### config.mk
export PLATFORM = sky130hd
export DESIGN_NAME = tbss_ctrl
export DESIGN_NICKNAME = d
export VERILOG_FILES = /design/src/rtl/core/tbss_pkg.sv /design/src/rtl/core/tbss_ctrl.sv
export SDC_FILE = /design/constraint.sdc
export NUM_CORES = 1
export LEC_CHECK = 0
export BUFFER_PORTS_ARGS = -buffer_cell sky130_fd_sc_hd__buf_4
export CORE_MARGIN = 2
export CORE_UTILIZATION = 55
export DETAILED_ROUTE_END_ITERATION = 12
export GPL_TIMING_DRIVEN = 1
export PLACE_DENSITY = 0.86
export SYNTH_ARGS = -nofsm -noshare
export SYNTH_HDL_FRONTEND = slang
export SYNTH_SLANG_ARGS = --single-unit
export TNS_END_PERCENT = 30
### constraint.sdc
create_clock -name clk -period 2.2 [get_ports clk]
set_clock_uncertainty 0.05 [all_clocks]
set_input_delay 0.22 -clock clk [delete_from_list [all_inputs] [get_ports clk]]
set_output_delay 0.22 -clock clk [all_outputs]
set_load 0.005 [all_outputs]
### src/rtl/core/tbss_pkg.sv
package tbss_pkg;

  // Fixed formats of the sample path.
  localparam int SAMPLE_W = 24;
  localparam int WDATA_W  = 25;
  localparam int INDEX_W  = 3;

  // Interpolation tweak 0.0414213562 in Q0.24.
  localparam int TWEAK_Q24   = 694935;
  // Alias accumulator decay 0.9159655942 in Q0.24.
  localparam int DECAY_Q24   = 15367353;
  // Quarter turn pi/2 in Q2.30.
  localparam int HALFPI_Q30  = 1686629713;
  // Unity in the coefficient and threshold formats.
  localparam int UNITY_Q16   = 65536;
  localparam int UNITY_Q24   = 16777216;
  // Output trim in Q0.15.
  localparam int OUTPUT_TRIM = 32768;
  // Quotient bits of the clip phase division.
  localparam int DIV_STEPS   = 17;

  // Configuration register indexes.
  typedef enum logic [INDEX_W-1:0] {
    REG_LOWPASS_COEFF  = 3'd0,
    REG_GAIN_HIGH      = 3'd1,
    REG_GAIN_LOW       = 3'd2,
    REG_THRESHOLD_HIGH = 3'd3,
    REG_THRESHOLD_LOW  = 3'd4,
    REG_MIX_HIGH       = 3'd5,
    REG_MIX_LOW        = 3'd6,
    REG_MIX_DRY        = 3'd7
  } reg_idx_t;

  // Sequencer steps; the datapath performs the operation named by the step.
  typedef enum logic [4:0] {
    ST_IDLE,
    ST_TWEAK,
    ST_MID,
    ST_DRY,
    ST_LP_MUL,
    ST_LP_ACC,
    ST_GL_MUL,
    ST_GL_RND,
    ST_CLIP_CHK,
    ST_DIV_INIT,
    ST_DIV_STEP,
    ST_SIN_IDX,
    ST_SIN_RD,
    ST_SIN_MUL,
    ST_SIN_INT,
    ST_SCL_MUL,
    ST_SCL,
    ST_LOW_SAVE,
    ST_GH_RND,
    ST_MIX_L,
    ST_MIX_H,
    ST_MIX_OUT,
    ST_DEC_A,
    ST_DEC_B,
    ST_DEC_OM,
    ST_DEC_O,
    ST_TRIM,
    ST_OUT
  } ctrl_state_t;

  // Command from the controller to the datapath.
  typedef struct packed {
    ctrl_state_t step;
    logic        load;
    logic        band;
    logic        clip_high;
    logic        out_load;
  } cmd_t;

  // Status from the datapath to the controller.
  typedef struct packed {
    logic clip_active;
  } status_t;

  function automatic logic [63:0] mulq30(input logic [63:0] a, input logic [63:0] b);
    logic [63:0] p;
    p = a * b;
    return p >> 30;
  endfunction

  // Odd polynomial for sin(x * pi/2), x in Q2.30, result in Q0.24 capped at one.
  function automatic logic [24:0] sine_poly(input logic [63:0] x);
    logic [63:0] x2;
    logic [63:0] t;
    logic [63:0] s;
    x2 = mulq30(x, x);
    t = 64'd172272 - mulq30(x2, 64'd3864);
    t = 64'd5026996 - mulq30(x2, t);
    t = 64'd85569310 - mulq30(x2, t);
    t = 64'd693598668 - mulq30(x2, t);
    t = 64'(HALFPI_Q30) - mulq30(x2, t);
    s = (mulq30(x, t) + 64'd32) >> 6;
    if (s > 64'(UNITY_Q24)) s = 64'(UNITY_Q24);
    return s[24:0];
  endfunction

endpackage

### src/rtl/core/tbss_ctrl.sv
module tbss_ctrl (
  input  logic              clk,
  input  logic              rst,
  input  logic              in_valid,
  output logic              in_ready,
  output logic              out_valid,
  input  logic              out_ready,
  input  tbss_pkg::status_t status,
  output tbss_pkg::cmd_t    cmd
);

  localparam int CNT_W = $clog2(tbss_pkg::DIV_STEPS);

  tbss_pkg::ctrl_state_t state, state_next;
  logic                  band, band_next;
  logic                  clip_high, clip_high_next;
  logic [CNT_W-1:0]      count, count_next;
  logic                  out_valid_next;
  logic                  out_load;
  tbss_pkg::ctrl_state_t clip_ret;

  // Sequencer registers.
  always_ff @(posedge clk) begin
    if (rst) begin
      state     <= tbss_pkg::ST_IDLE;
      band      <= 1'b0;
      clip_high <= 1'b0;
      count     <= '0;
      out_valid <= 1'b0;
    end else begin
      state     <= state_next;
      band      <= band_next;
      clip_high <= clip_high_next;
      count     <= count_next;
      out_valid <= out_valid_next;
    end
  end

  // The clip routine returns to the step after the band it serves.
  assign clip_ret = clip_high ? tbss_pkg::ST_MIX_L : tbss_pkg::ST_LOW_SAVE;
  assign in_ready = (state == tbss_pkg::ST_IDLE);
  assign out_load = (state == tbss_pkg::ST_OUT) && (!out_valid || out_ready);

  // Next step and commands.
  always_comb begin
    state_next     = state;
    band_next      = band;
    clip_high_next = clip_high;
    count_next     = count;
    unique case (state)
      tbss_pkg::ST_IDLE: begin
        if (in_valid) state_next = tbss_pkg::ST_TWEAK;
      end
      tbss_pkg::ST_TWEAK:   state_next = tbss_pkg::ST_MID;
      tbss_pkg::ST_MID:     state_next = tbss_pkg::ST_DRY;
      tbss_pkg::ST_DRY: begin
        band_next  = 1'b0;
        state_next = tbss_pkg::ST_LP_MUL;
      end
      tbss_pkg::ST_LP_MUL:  state_next = tbss_pkg::ST_LP_ACC;
      tbss_pkg::ST_LP_ACC:  state_next = tbss_pkg::ST_GL_MUL;
      tbss_pkg::ST_GL_MUL:  state_next = tbss_pkg::ST_GL_RND;
      tbss_pkg::ST_GL_RND: begin
        clip_high_next = 1'b0;
        state_next     = tbss_pkg::ST_CLIP_CHK;
      end
      tbss_pkg::ST_CLIP_CHK: begin
        state_next = status.clip_active ? tbss_pkg::ST_DIV_INIT : clip_ret;
      end
      tbss_pkg::ST_DIV_INIT: begin
        count_next = '0;
        state_next = tbss_pkg::ST_DIV_STEP;
      end
      tbss_pkg::ST_DIV_STEP: begin
        count_next = count + 1'b1;
        if (count == CNT_W'(tbss_pkg::DIV_STEPS - 1)) state_next = tbss_pkg::ST_SIN_IDX;
      end
      tbss_pkg::ST_SIN_IDX: state_next = tbss_pkg::ST_SIN_RD;
      tbss_pkg::ST_SIN_RD:  state_next = tbss_pkg::ST_SIN_MUL;
      tbss_pkg::ST_SIN_MUL: state_next = tbss_pkg::ST_SIN_INT;
      tbss_pkg::ST_SIN_INT: state_next = tbss_pkg::ST_SCL_MUL;
      tbss_pkg::ST_SCL_MUL: state_next = tbss_pkg::ST_SCL;
      tbss_pkg::ST_SCL:     state_next = clip_ret;
      tbss_pkg::ST_LOW_SAVE: state_next = tbss_pkg::ST_GH_RND;
      tbss_pkg::ST_GH_RND: begin
        clip_high_next = 1'b1;
        state_next     = tbss_pkg::ST_CLIP_CHK;
      end
      tbss_pkg::ST_MIX_L:   state_next = tbss_pkg::ST_MIX_H;
      tbss_pkg::ST_MIX_H:   state_next = tbss_pkg::ST_MIX_OUT;
      tbss_pkg::ST_MIX_OUT: state_next = tbss_pkg::ST_DEC_A;
      tbss_pkg::ST_DEC_A:   state_next = tbss_pkg::ST_DEC_B;
      tbss_pkg::ST_DEC_B:   state_next = tbss_pkg::ST_DEC_OM;
      tbss_pkg::ST_DEC_OM:  state_next = tbss_pkg::ST_DEC_O;
      tbss_pkg::ST_DEC_O: begin
        if (band) begin
          state_next = tbss_pkg::ST_TRIM;
        end else begin
          band_next  = 1'b1;
          state_next = tbss_pkg::ST_LP_MUL;
        end
      end
      tbss_pkg::ST_TRIM:    state_next = tbss_pkg::ST_OUT;
      tbss_pkg::ST_OUT: begin
        if (out_load) state_next = tbss_pkg::ST_IDLE;
      end
      default:              state_next = tbss_pkg::ST_IDLE;
    endcase
  end

  // Output beat holds until taken.
  always_comb begin
    out_valid_next = out_valid;
    if (out_load) out_valid_next = 1'b1;
    else if (out_ready) out_valid_next = 1'b0;
  end

  assign cmd.step      = state;
  assign cmd.load      = in_ready && in_valid;
  assign cmd.band      = band;
  assign cmd.clip_high = clip_high;
  assign cmd.out_load  = out_load;

endmodule

==> results_dict.tcl <==
set metrics [dict create \
    status "completed" \
    start_kind "flip-flop" \
    via_per_inst 6.61 \
    path_cells "nand2_1, or3_1, nor2b_1, buf_4" \
    dieArea_um2 1930 \
    use_met3_pct 6.67 \
    routedWlPerCell_um 15.7 \
    critical_path_arrival_ps 1680 \
    coreArea_um2 1510 \
    drt-total-wl_um 2160 \
    final_common_cell "buf_4" \
    ir_worst_vdd_mv 0.373 \
    r2r_slack_ps 330 \
    die_h_um 44.0 \
    fp-row-count 14 \
    synth_fp_nets 118 \
    ys_seq_area_share_pct 29.6 \
    r2r_cells 4 \
    cp_max_fo 14 \
    slowest_stage "dfxtp_1" \
    p_per_area_nw_per_um2 538 \
    final_cell_mix "buf_4 (18), dfxtp_1 (12), nand2b_1 (8), inv_1 (7), nor2_1 (7)" \
    place_congestion 0.941 \
    power.total_uw 537 \
    synth_cell_types 43 \
    hpwl_um 1540 \
    clockBufferDepth 2 \
    grt_pass1_wl_um 3440 \
    postRouteAntennaNets 0 \
    htree_num_levels 1 \
    drive_gt1_share_pct 20.5 \
    synth_area_per_cell_um2 7.91 \
    yosys_warnings 0 \
    antenna_found_initial 0 \
    grt_pass1_vias 771 \
    vias 912 \
    pre_cts_ws_ps 323 \
    synth_seq_cells 13 \
    hold_class "input pin to flip-flop" \
    hold_violations 0 \
    grt.met2_usage_pct 37.6 \
    clockRootBuffer "clkbuf_4" \
    n_antenna_cell 0 \
    worstReg2RegEnd "state[3]" \
    fin_ws_ps 247 \
    fmax_mhz 512 \
    critPathLaunch "state[3]" \
    hp-start "rst" \
    crit_family "simple AND/OR/NAND/NOR gates" \
    synth-main-ff-cell "dfxtp_1" \
    holdPathEnd "clip_high" \
    synth_enable_flop_cells 0 \
    syn_to_final_growth_pct 13.7 \
    path_class "flip-flop to output pin" \
    layout.nets 130 \
    setup_viol 0 \
    grt_usage_pct 23.7 \
    clk_latency_ps 280 \
    initial_core_util_pct 58.3 \
    timing.rr.start "state[3]" \
    fin_crit_ps 1950 \
    path_clk_slew_ps 90 \
    cts_tree "yes" \
    slew_violations 0 \
    first_pass_iters 4 \
    total_leakage_power_nw 0.353 \
    dpl_cell_area_um2 971 \
    tightest_slew_ps 451 \
    drc 0 \
    fin_area_um2 998 \
    synthCells 111 \
    maxCapViolations 0 \
    netlist_area_um2 878 \
    numCtsBuffers 3 \
    setup_tns_ps 0 \
    first_iter_violations 28 \
    placed_cells 134 \
    whs_path_depth 2 \
    grt-busiest-layer "met2" \
    crit_path_max_incr_delay_ps 610 \
    instances_no_fill 138 \
    grt_max_degree 18 \
    relSlewSlack_pct 69.9 \
    grtUsageMet1_pct 31.2 \
    fin_crit_sh_pct 88.8 \
    cp.required_ps 1930 \
    path_buf_inv 1 \
    die_x_um 44.0 \
    place.port_buffers 15 \
    overflow 0 \
    io_pins 16 \
    rsz0062_at_grt "no" \
    async_reset_ff_share_pct 0 \
    end_kind "output pin" \
    cts_sinks 13 \
]
report_power, final:
part / internal (mW) / switching, mW
clock network: 0.0704 / 0.0805
registers: 0.243 / 0.0171
logic: 0.0622 / 0.0637
logic make-up (layout without fill, tap and decap cells):
| group | after synthesis | in the layout | share of synthesized area (%) |
|---|---|---|---|
| DFF | 13 | 13 | 29.6 |
| AOI/OAI and AO/OA | 36 | 36 | 28.9 |
| buffers and inverters | 18 | 29 | 10.1 |
| xor gates and xnor gates | 1 | 1 | 0.997 |
| and+or+nand+nor | 39 | 39 | 25.2 |
| muxes | 2 | 2 | 2.28 |
| adders and majority gates | 2 | 2 | 2.85 |
Yosys cell counts, drive strengths merged, types with 3 or more instances:
library cell	number	area [um2]
a21oi	6	30.0
a311oi	3	26.3
a31oi	3	18.8
buf	6	43.8
clkbuf	5	18.8
dfxtp	13	260
inv	7	26.3
nand2	5	18.8
nand2b	8	50.1
nand3	3	15.0
nor2	7	26.3
nor3	5	36.3
o21ai	6	30.0
registers in the layout (all words and copies together) (netlist names):
name,cells
out_valid,1
band,1
state,5
count,5
clip_high,1
stage by stage:
stage,util [%],hold slack [ps]
floorplan,-,383
global route,66.3,177
finish,66.3,192
detailed placement,64.5,445
CTS,66.2,181
global placement,64.5,440
layout make-up:
type / instances / area [um2]
multi-input combinational: 80 / 529
sequential: 13 / 262
inverter: 7 / 26.3
tap: 16 / 20.0
clock buffer: 4 / 26.3
fill: 120 / 508
timing repair buffer: 18 / 135
repair_timing:
item,CTS,global route
endpoints found under the setup margin,0,1
buffers inserted,0,0
resized for setup,0,1
hold buffers,0,0
worst max-delay path by stage:
| stage | end | slack [ps] | depth (start not counted) |
|---|---|---|---|
| finish | cmd[0] | 250 | 4 |
| global route | cmd[0] | 70 | 4 |
| CTS | cmd[0] | 190 | 4 |
| detailed placement | state[3] | 320 | 4 |
| global placement | state[3] | 420 | 4 |
| floorplan | count[3] | 700 | 5 |
metal layers:
layer | routed length (um) | vias up
met4 | 17 | 0
met1 | 929 | 421
li1 | - | 435
met5 | 0 | -
met3 | 203 | 4
met2 | 1010 | 52
No activity file was read; power rests on OpenSTA's default activity.
